--- src/rtl/core/csvtok_pkg.sv ---
// csvtok_pkg: shared constants, register codes and types of the csv tokenizer
// no dependencies; used by the interfaces, csvtok_step and csv_tokenizer_core
`timescale 1ns / 1ps

package csvtok_pkg;

	// design constants
	localparam int CHAR_BITS    = 16;
	localparam int COLUMN_LIMIT = 64;
	localparam int COUNT_BITS   = 16;

	// fixed field widths of the ports
	localparam int CHAR_W     = 16;
	localparam int COLIDX_W   = 6;
	localparam int STATUS_W   = 3;
	localparam int FIELD_W    = 16;
	localparam int COLUMNS_W  = 7;
	localparam int ROWS_W     = 16;
	localparam int CFG_DATA_W = 16;
	localparam int CFG_IDX_W  = 2;

	// derived widths
	localparam int COL_BITS     = $clog2(COLUMN_LIMIT + 1);
	localparam int LIM_BITS     = (COL_BITS > COLUMNS_W) ? COL_BITS : COLUMNS_W;
	localparam int CNT_CMP_BITS = (COUNT_BITS > FIELD_W) ? COUNT_BITS : FIELD_W;

	// register reset values
	localparam logic [FIELD_W-1:0]   MAX_FIELD_CHARS_RST = FIELD_W'(32768);
	localparam logic [COLUMNS_W-1:0] MAX_COLUMNS_RST     = COLUMNS_W'(64);
	localparam logic [ROWS_W-1:0]    MAX_ROWS_RST        = ROWS_W'(1000);

	// special characters
	localparam logic [CHAR_BITS-1:0] CH_QUOTE = CHAR_BITS'(8'h22);
	localparam logic [CHAR_BITS-1:0] CH_COMMA = CHAR_BITS'(8'h2C);
	localparam logic [CHAR_BITS-1:0] CH_CR    = CHAR_BITS'(8'h0D);
	localparam logic [CHAR_BITS-1:0] CH_LF    = CHAR_BITS'(8'h0A);

	typedef enum logic [CFG_IDX_W-1:0] {
		REG_MAX_FIELD_CHARS = 2'd0,
		REG_MAX_COLUMNS     = 2'd1,
		REG_MAX_ROWS        = 2'd2
	} cfg_reg_t;

	typedef enum logic [STATUS_W-1:0] {
		ST_OK           = 3'd0,
		ST_ROW_OR_FIELD = 3'd1,
		ST_FIELD        = 3'd2,
		ST_ROWS         = 3'd3,
		ST_QUOTE        = 3'd4
	} status_t;

	typedef struct packed {
		logic [FIELD_W-1:0]   max_field_chars;
		logic [COLUMNS_W-1:0] max_columns;
		logic [ROWS_W-1:0]    max_rows;
	} cfg_t;

	typedef struct packed {
		logic                  in_quotes;
		logic                  quote_pending;
		logic                  cr_pending;
		logic [COUNT_BITS-1:0] field_length;
		logic [COL_BITS-1:0]   fields_in_row;
		logic                  row_has_value;
		logic [COUNT_BITS-1:0] kept_rows;
		status_t               error_code;
	} state_t;

	typedef struct packed {
		logic                 valid;
		logic [CHAR_BITS-1:0] ch;
		logic [COL_BITS-1:0]  col;
		logic                 fend;
		logic                 rend;
		logic                 kept;
	} tok_t;

	typedef struct packed {
		logic                char_valid;
		logic [CHAR_W-1:0]   char_out;
		logic [COLIDX_W-1:0] column_index;
		logic                field_end;
		logic                row_end;
		logic                row_kept;
		logic                text_done;
		logic [STATUS_W-1:0] status;
	} result_t;

endpackage

--- src/rtl/core/csvtok_if.sv ---
// csvtok_in_if and csvtok_out_if: valid/ready channels of the csv tokenizer
// depends on csvtok_pkg for field widths
`timescale 1ns / 1ps

interface csvtok_in_if;
	logic                          valid;
	logic                          ready;
	logic [csvtok_pkg::CHAR_W-1:0] char_in;
	logic                          text_last;

	modport source (output valid, output char_in, output text_last, input ready);
	modport sink (input valid, input char_in, input text_last, output ready);
endinterface

interface csvtok_out_if;
	logic                            valid;
	logic                            ready;
	logic                            char_valid;
	logic [csvtok_pkg::CHAR_W-1:0]   char_out;
	logic [csvtok_pkg::COLIDX_W-1:0] column_index;
	logic                            field_end;
	logic                            row_end;
	logic                            row_kept;
	logic                            text_done;
	logic [csvtok_pkg::STATUS_W-1:0] status;

	modport source (
		output valid, output char_valid, output char_out, output column_index,
		output field_end, output row_end, output row_kept, output text_done,
		output status, input ready
	);
	modport sink (
		input valid, input char_valid, input char_out, input column_index,
		input field_end, input row_end, input row_kept, input text_done,
		input status, output ready
	);
endinterface

--- src/rtl/core/csvtok_step.sv ---
// csvtok_step: per-character next-state and token logic of the csv tokenizer
// depends on csvtok_pkg
`timescale 1ns / 1ps

module csvtok_step (
	input  csvtok_pkg::state_t                st,
	input  logic [csvtok_pkg::CHAR_W-1:0]     char_in,
	input  logic                              text_last,
	input  csvtok_pkg::cfg_t                  cfg,
	output csvtok_pkg::state_t                nst,
	output csvtok_pkg::result_t               res
);
	import csvtok_pkg::*;

	typedef struct packed {
		state_t st;
		tok_t   tk;
		logic   ok;
	} work_t;

	logic [LIM_BITS-1:0]     lim;
	logic [CNT_CMP_BITS-1:0] mfc;
	logic [CNT_CMP_BITS-1:0] mrows;

	function automatic work_t add_char(work_t w, logic [CHAR_BITS-1:0] c);
		work_t r;
		r = w;
		r.tk.valid = 1'b1;
		r.tk.ch    = c;
		if (r.st.field_length != '1)
			r.st.field_length = r.st.field_length + COUNT_BITS'(1);
		return r;
	endfunction

	function automatic work_t end_field(work_t w, logic [LIM_BITS-1:0] l,
			logic [CNT_CMP_BITS-1:0] m);
		work_t r;
		r = w;
		r.ok = 1'b0;
		if (r.st.error_code == ST_OK) begin
			if (CNT_CMP_BITS'(r.st.field_length) > m ||
					LIM_BITS'(r.st.fields_in_row) >= l) begin
				r.st.error_code = ST_ROW_OR_FIELD;
			end else begin
				if (r.st.field_length != '0)
					r.st.row_has_value = 1'b1;
				r.tk.col            = r.st.fields_in_row;
				r.tk.fend           = 1'b1;
				r.st.fields_in_row  = r.st.fields_in_row + COL_BITS'(1);
				r.st.field_length   = '0;
				r.ok                = 1'b1;
			end
		end
		return r;
	endfunction

	function automatic work_t end_row(work_t w, logic [LIM_BITS-1:0] l,
			logic [CNT_CMP_BITS-1:0] m, logic [CNT_CMP_BITS-1:0] mr);
		work_t r;
		logic  close;
		r = end_field(w, l, m);
		close = r.ok;
		if (r.ok && r.st.row_has_value) begin
			if (CNT_CMP_BITS'(r.st.kept_rows) > mr) begin
				// too many kept rows
				r.st.error_code = ST_ROWS;
				close = 1'b0;
			end else begin
				if (r.st.kept_rows != '1)
					r.st.kept_rows = r.st.kept_rows + COUNT_BITS'(1);
				r.tk.kept = 1'b1;
			end
		end
		if (close) begin
			r.tk.rend          = 1'b1;
			r.st.fields_in_row = '0;
			r.st.row_has_value = 1'b0;
		end
		return r;
	endfunction

	assign lim = (LIM_BITS'(cfg.max_columns) < LIM_BITS'(COLUMN_LIMIT)) ?
		LIM_BITS'(cfg.max_columns) : LIM_BITS'(COLUMN_LIMIT);
	assign mfc   = CNT_CMP_BITS'(cfg.max_field_chars);
	assign mrows = CNT_CMP_BITS'(cfg.max_rows);

	always_comb begin
		work_t                w;
		logic                 done;
		logic [CHAR_BITS-1:0] c;
		c    = char_in[CHAR_BITS-1:0];
		w    = '0;
		w.st = st;
		done = 1'b0;

		if (w.st.error_code == ST_OK) begin
			// lf right after cr is swallowed
			if (w.st.cr_pending) begin
				w.st.cr_pending = 1'b0;
				if (c == CH_LF)
					done = 1'b1;
			end
			// quote inside quotes waits for this character
			if (!done && w.st.quote_pending) begin
				w.st.quote_pending = 1'b0;
				if (c == CH_QUOTE) begin
					w    = add_char(w, CH_QUOTE);
					done = 1'b1;
				end else begin
					w.st.in_quotes = 1'b0;
				end
			end
			if (!done) begin
				if (w.st.in_quotes) begin
					if (c == CH_QUOTE) begin
						if (text_last)
							w.st.in_quotes = 1'b0;
						else
							w.st.quote_pending = 1'b1;
					end else begin
						w = add_char(w, c);
					end
				end else begin
					if (c == CH_QUOTE && w.st.field_length == '0) begin
						w.st.in_quotes = 1'b1;
					end else if (c == CH_COMMA) begin
						w = end_field(w, lim, mfc);
					end else if (c == CH_CR || c == CH_LF) begin
						if (c == CH_CR && !text_last)
							w.st.cr_pending = 1'b1;
						w = end_row(w, lim, mfc, mrows);
					end else begin
						w = add_char(w, c);
					end
					if (w.st.error_code == ST_OK &&
							CNT_CMP_BITS'(w.st.field_length) > mfc)
						w.st.error_code = ST_FIELD;
				end
			end
		end

		// final beat flushes the open row
		if (text_last && w.st.error_code == ST_OK) begin
			if (w.st.in_quotes)
				w.st.error_code = ST_QUOTE;
			else if (w.st.field_length != '0 || w.st.fields_in_row != '0)
				w = end_row(w, lim, mfc, mrows);
		end

		if (w.st.error_code != ST_OK)
			w.tk = '0;

		res.char_valid   = w.tk.valid;
		res.char_out     = CHAR_W'(w.tk.ch);
		res.column_index = COLIDX_W'(w.tk.col);
		res.field_end    = w.tk.fend;
		res.row_end      = w.tk.rend;
		res.row_kept     = w.tk.kept;
		res.text_done    = text_last;
		res.status       = STATUS_W'(w.st.error_code);

		nst = text_last ? state_t'('0) : w.st;
	end

endmodule

--- src/rtl/core/csv_tokenizer_core.sv ---
// csv_tokenizer_core: top level of the streaming csv tokenizer
// depends on csvtok_pkg, csvtok_in_if, csvtok_out_if and csvtok_step
`timescale 1ns / 1ps

// Streaming CSV tokenizer: one character per beat in, exactly one result beat
// out per character. Each result tags its character as field content, field
// end and/or row end, marks rows whose fields are all empty as dropped
// (row_kept low), and carries the sticky status code. Quotes open a quoted
// field only at field start, a doubled quote inside quotes is one literal
// quote, and CR, LF or CR LF each end a row. The beat with text_last flushes
// the open row, reports text_done and returns all parse state to reset.
// Throughput is one character per clock while the result side keeps taking
// results. A result passes through the input register, then the result
// register, and a stall on the output can hold it between them. The figure
// is set by the per-character state update, which is one pass of
// combinational logic between the two registers.
// While a finished result waits, the input register takes at most one more
// beat; after that ready stays low until the waiting result is taken.
// Limit registers are written through wr_en / wr_index / wr_data and should
// only be changed while no beat is in flight.

module csv_tokenizer_core (
	input  logic                              clk,
	input  logic                              arst_n,
	input  logic                              wr_en,
	input  logic [csvtok_pkg::CFG_IDX_W-1:0]  wr_index,
	input  logic [csvtok_pkg::CFG_DATA_W-1:0] wr_data,
	csvtok_in_if.sink                         text_in,
	csvtok_out_if.source                      token_out
);
	import csvtok_pkg::*;

	// limit registers
	cfg_t cfg_q;

	// parse state, advanced once per character
	state_t state_q;
	state_t state_next;

	// input stage
	logic              valid_s1;
	logic [CHAR_W-1:0] char_s1;
	logic              last_s1;

	// result stage
	logic    valid_s2;
	result_t res_s2;
	result_t res_next;

	logic advance;
	logic step;

	// result register frees when empty or being taken
	assign advance       = !valid_s2 || token_out.ready;
	assign step          = valid_s1 && advance;
	assign text_in.ready = !valid_s1 || advance;

	// register writes
	always_ff @(posedge clk or negedge arst_n) begin
		if (!arst_n) begin
			cfg_q.max_field_chars <= MAX_FIELD_CHARS_RST;
			cfg_q.max_columns     <= MAX_COLUMNS_RST;
			cfg_q.max_rows        <= MAX_ROWS_RST;
		end else if (wr_en) begin
			case (cfg_reg_t'(wr_index))
				REG_MAX_FIELD_CHARS: cfg_q.max_field_chars <= FIELD_W'(wr_data);
				REG_MAX_COLUMNS:     cfg_q.max_columns     <= COLUMNS_W'(wr_data);
				REG_MAX_ROWS:        cfg_q.max_rows        <= ROWS_W'(wr_data);
				default:             ; // unused index, write ignored
			endcase
		end
	end

	// input stage control
	always_ff @(posedge clk or negedge arst_n) begin
		if (!arst_n) begin
			valid_s1 <= 1'b0;
		end else if (text_in.ready) begin
			valid_s1 <= text_in.valid;
		end
	end

	// input stage payload
	always_ff @(posedge clk) begin
		if (text_in.valid && text_in.ready) begin
			char_s1 <= text_in.char_in;
			last_s1 <= text_in.text_last;
		end
	end

	// per-character tokenizer logic
	csvtok_step u_step (
		.st        (state_q),
		.char_in   (char_s1),
		.text_last (last_s1),
		.cfg       (cfg_q),
		.nst       (state_next),
		.res       (res_next)
	);

	// parse state and result stage control
	always_ff @(posedge clk or negedge arst_n) begin
		if (!arst_n) begin
			state_q  <= '0;
			valid_s2 <= 1'b0;
		end else begin
			if (step)
				state_q <= state_next;
			if (advance)
				valid_s2 <= valid_s1;
		end
	end

	// result payload
	always_ff @(posedge clk) begin
		if (step)
			res_s2 <= res_next;
	end

	assign token_out.valid        = valid_s2;
	assign token_out.char_valid   = res_s2.char_valid;
	assign token_out.char_out     = res_s2.char_out;
	assign token_out.column_index = res_s2.column_index;
	assign token_out.field_end    = res_s2.field_end;
	assign token_out.row_end      = res_s2.row_end;
	assign token_out.row_kept     = res_s2.row_kept;
	assign token_out.text_done    = res_s2.text_done;
	assign token_out.status       = res_s2.status;

endmodule

--- src/flat_wrapper.sv ---
// flat-port wrapper written by rule: the top's interface ports become plain ports
module csv_tokenizer_core_flat import csvtok_pkg::*;
  (clk, arst_n, wr_en, wr_index, wr_data, text_in_valid, text_in_char_in, text_in_text_last, text_in_ready, token_out_valid, token_out_char_valid, token_out_char_out, token_out_column_index, token_out_field_end, token_out_row_end, token_out_row_kept, token_out_text_done, token_out_status, token_out_ready);
  csvtok_in_if text_in_i ();
  csvtok_out_if token_out_i ();
  input  logic clk;
  input  logic arst_n;
  input  logic wr_en;
  input  logic [csvtok_pkg::CFG_IDX_W-1:0] wr_index;
  input  logic [csvtok_pkg::CFG_DATA_W-1:0] wr_data;
  input wire logic [$bits(text_in_i.valid)-1:0] text_in_valid;
  input wire logic [$bits(text_in_i.char_in)-1:0] text_in_char_in;
  input wire logic [$bits(text_in_i.text_last)-1:0] text_in_text_last;
  output wire logic [$bits(text_in_i.ready)-1:0] text_in_ready;
  output wire logic [$bits(token_out_i.valid)-1:0] token_out_valid;
  output wire logic [$bits(token_out_i.char_valid)-1:0] token_out_char_valid;
  output wire logic [$bits(token_out_i.char_out)-1:0] token_out_char_out;
  output wire logic [$bits(token_out_i.column_index)-1:0] token_out_column_index;
  output wire logic [$bits(token_out_i.field_end)-1:0] token_out_field_end;
  output wire logic [$bits(token_out_i.row_end)-1:0] token_out_row_end;
  output wire logic [$bits(token_out_i.row_kept)-1:0] token_out_row_kept;
  output wire logic [$bits(token_out_i.text_done)-1:0] token_out_text_done;
  output wire logic [$bits(token_out_i.status)-1:0] token_out_status;
  input wire logic [$bits(token_out_i.ready)-1:0] token_out_ready;
  assign text_in_i.valid = text_in_valid;
  assign text_in_i.char_in = text_in_char_in;
  assign text_in_i.text_last = text_in_text_last;
  assign text_in_ready = text_in_i.ready;
  assign token_out_valid = token_out_i.valid;
  assign token_out_char_valid = token_out_i.char_valid;
  assign token_out_char_out = token_out_i.char_out;
  assign token_out_column_index = token_out_i.column_index;
  assign token_out_field_end = token_out_i.field_end;
  assign token_out_row_end = token_out_i.row_end;
  assign token_out_row_kept = token_out_i.row_kept;
  assign token_out_text_done = token_out_i.text_done;
  assign token_out_status = token_out_i.status;
  assign token_out_i.ready = token_out_ready;
  csv_tokenizer_core u_core (.clk(clk), .arst_n(arst_n), .wr_en(wr_en), .wr_index(wr_index), .wr_data(wr_data), .text_in(text_in_i), .token_out(token_out_i));
endmodule
--- config.mk ---
export PLATFORM = sky130hd
export DESIGN_NAME = csv_tokenizer_core_flat
export DESIGN_NICKNAME = d
export VERILOG_FILES = /design/src/rtl/core/csvtok_pkg.sv /design/src/rtl/core/csvtok_if.sv /design/src/rtl/core/csvtok_step.sv /design/src/rtl/core/csv_tokenizer_core.sv /design/src/flat_wrapper.sv
export SDC_FILE = /design/constraint.sdc
export NUM_CORES = 1
export LEC_CHECK = 0
export ABC_AREA = 1
export BUFFER_PORTS_ARGS = -buffer_cell sky130_fd_sc_hd__buf_2
export CAP_MARGIN = 20
export CORE_ASPECT_RATIO = 1.25
export CORE_UTILIZATION = 60
export CTS_BUF_LIST = sky130_fd_sc_hd__clkbuf_16
export CTS_CLUSTER_SIZE = 25
export DETAILED_ROUTE_END_ITERATION = 16
export PLACE_DENSITY_LB_ADDON = 0.2
export SYNTH_ARGS = -nofsm -noshare
export SYNTH_HDL_FRONTEND = slang
export SYNTH_SLANG_ARGS = --single-unit
export TNS_END_PERCENT = 5
--- constraint.sdc ---
create_clock -name clk -period 10.7 [get_ports clk]
set_clock_uncertainty 0.15 [all_clocks]
set_input_delay 1.07 -clock clk [delete_from_list [all_inputs] [get_ports clk]]
set_output_delay 1.07 -clock clk [all_outputs]
set_load 0.005 [all_outputs]
==> flow_summary.toml <==
[worst_setup_path]
r2r_end = "u_core.token_out.column_index[4]"
max_stage_delay_ns = 0.72
reg2reg_slack_ns = 2.33
r2r.worst_path.cells = 43
worstSetupEndpoint = "u_core.token_out.column_index[4]"
worstPathRequired_ns = 10.72
arrival_ns = 8.39
critPathLaunchType = "flip-flop"
r2r_start = "u_core.char_s1[6]"
cp_slowest_cell = "nor2_2"
critPathLaunch = "u_core.char_s1[6]"
worstSetupPathType = "flip-flop to flip-flop"
path_common_cell = "nand2_1"
cp-end-kind = "flip-flop"
path_max_fanout = 21

[timing]
hold_viol_final = 0
max_freq_mhz = 119.4
max_slew_margin = 0.3445
setup_ws_ns = 2.327
tightest_slew_ns = 0.9809
setup_violations = 0
fin_crit_sh = 0.7825
setup_tns_ns = 0
drv_slew = 0
min_period_ns = 8.373
rsz0062_at_grt = "false"

[layout]
layout_commonest_cell = "nand2_1"
layout-drive-gt1-share = 0.1093
nFillCells = 1675
finalNetCount = 1877
syn_to_final_growth_pct = 9.828
antenna_cells = 0
instances_no_fill = 1979
mostFrequentLayoutCells = "499 x nand2_1, 222 x inv_1, 150 x nor2_1"

[grt]
grt_max_degree = 63
grt_pass1_vias = 10900
grt_first_pass_wirelength_um = 56290
grt_usage = 0.3695
grt_antenna_before_repair = 0
grt-ovfl-total = 0

[clock_tree]
cts-root-buf = "clkbuf_16"
cts_tree = "done"
cts_buffers = 17
postCtsSetupBuffers = 0
htreeDepth = 4
clk_pin_slew_ns = 0.06
clock-sinks = 134
insertion_delay_ns = 0.44
cts.repair.resized = 0
hold_buffers = 0
clock_path_buffers = 2

[yosys]
ys.flop_type = "dfrtp_1"
syn_inst = 1678
synth_edf_count = 47
ys_types = 55
yosysSeqAreaShare = 0.3141
synth_nets = 1821
ys_ff_latch = 134
ys_warn_count = 0
syn_area_sq_mm = 0.01146
avgSynthCellArea_sq_um = 6.828
async_flop_share = 0.6493

[placed_design]
routabilityCongestion = 1.000
io_buffers = 71
post-place-cells = 1947
pre_cts_slack_ns = 2.518
hpwl_um = 27270

[routing]
drc = 3
met3_length_um = 2194
vias = 11620
met2_length_um = 16950
drtAntennaViolNets = 0
firstDrtPassIters = 12
drt_first_iter_violations = 1167
viasPerCell = 5.869
highest_layer = "met4"
post_drt_wl_per_cell_um = 17.80
totalWireLength_um = 35240
wirelength_met1_um = 13570

[floorplan]
die_area_sq_mm = 0.01966
start_util = 0.6124
die_x_um = 125.6
fp-row-count = 56
core_area_sq_mm = 0.01871
die_h_um = 156.5
io-pin-count = 72

[flow_run]
maxCapViolations = 0

[status]
violations = "design-rule violations"
status = "complete, but fails checks"

[pwr]
ir_drop_v = 0.0001502
p_leak_nw = 6.412
p_per_area_mw_per_mm2 = 262.3

[min_path]
hp-class = "flip-flop to flip-flop"
hold_depth = 2
==> state kept, by name, indices dropped and copies added (netlist names), 3 cells and up <==
signal,flops
u_core.state_q,46
u_core.token_out.char_out,16
u_core.token_out.column_index,6
u_core.cfg_q,39
u_core.char_s1,16
u_core.token_out.status,3
==> per-stage QoR <==
step                  util  power, mW  area, sq um  hold WS, ns
floorplan                -      2.102        11460       0.3030
global placement    0.6386      2.583        11950       0.3151
finish              0.6726      3.300        12580       0.3408
CTS                 0.6726      3.261        12580       0.3400
detailed placement  0.6386      2.616        11950       0.3228
global route        0.6726      3.550        12580       0.3547
==> final cells by class <==
cell class,count,area [sq um],area share
multi-input cells,1269,6773,0.5382
inverters,235,882.1,0.07010
well taps,232,290.3,0.02307
clock buffers,17,425.4,0.03381
repair buffers,77,402.9,0.03202
flip-flops and latches,134,3598,0.2860
clock inverters,15,211.5,0.01680
==> how the worst min path moves through the flow <==
stage                          start                to  slack [ns]
finish              u_core.cfg_q[27]  u_core.cfg_q[27]        0.34
global route        u_core.cfg_q[11]  u_core.cfg_q[11]        0.35
CTS                 u_core.cfg_q[27]  u_core.cfg_q[27]        0.34
detailed placement  u_core.cfg_q[36]  u_core.cfg_q[36]        0.32
global placement    u_core.cfg_q[35]  u_core.cfg_q[35]        0.32
floorplan           u_core.cfg_q[10]  u_core.cfg_q[10]        0.30
==> critical path: cells and delay by family, from the launching register on <==
family                     cells  cell delay, ns
AOI/OAI and AO/OA             11            1.61
adders and majority gates      3            0.87
buffers and inverters          7            0.77
DFF                            1            0.39
and+or+nand+nor               22            4.29
==> synth_stat cells, types with 6 or more instances <==
cell,number,area [sq um]
a21oi_1,63,315.3
clkbuf_1,21,78.83
dfrtp_1,79,1977
dfstp_2,8,210.2
edfxtp_1,47,1411
ha_1,103,1289
inv_1,223,837.1
inv_2,10,37.54
nand2_1,499,1873
nand2_2,8,50.05
nand3_1,111,555.5
nand3_2,8,80.08
nand4_1,34,212.7
nor2_1,152,570.6
nor2_2,26,162.7
nor2_4,6,67.56
nor3_1,24,120.1
o21a_1,9,67.56
o21ai_0,139,695.7
o22ai_1,15,93.84
xor2_1,18,157.7
==> metal layers <==
| layer | up-vias | track usage |
|---|---|---|
| met1 | 5320 | 0.4258 |
| met4 | 0 | 0.2706 |
| met2 | 526 | 0.6328 |
| met3 | 143 | 0.04923 |
| li1 | 5626 | - |
| met5 | - | 0 |
==> report_power, final <==
| group | switching [mW] | internal, mW | leakage, nW |
|---|---|---|---|
| clock network | 0.281 | 0.359 | 0.309 |
| logic | 1.28 | 0.603 | 4.52 |
| registers | 0.0956 | 0.684 | 1.59 |
| total | 1.65 | 1.65 | 6.41 |
==> kinds of logic (layout without fill, tap and decap cells) <==
| logic type | Yosys count | after routing | synth area share |
|---|---|---|---|
| AND/OR/NAND/NOR | 879 | 879 | 0.3307 |
| flip-flops | 134 | 134 | 0.3141 |
| AO/OA/AOI/OAI | 269 | 269 | 0.1338 |
| buffers and inverters | 275 | 344 | 0.09523 |
| adder cells (fa/ha/maj) | 103 | 103 | 0.1125 |
| XOR/XNOR | 18 | 18 | 0.01376 |
(Power assumes the default switching activity.)
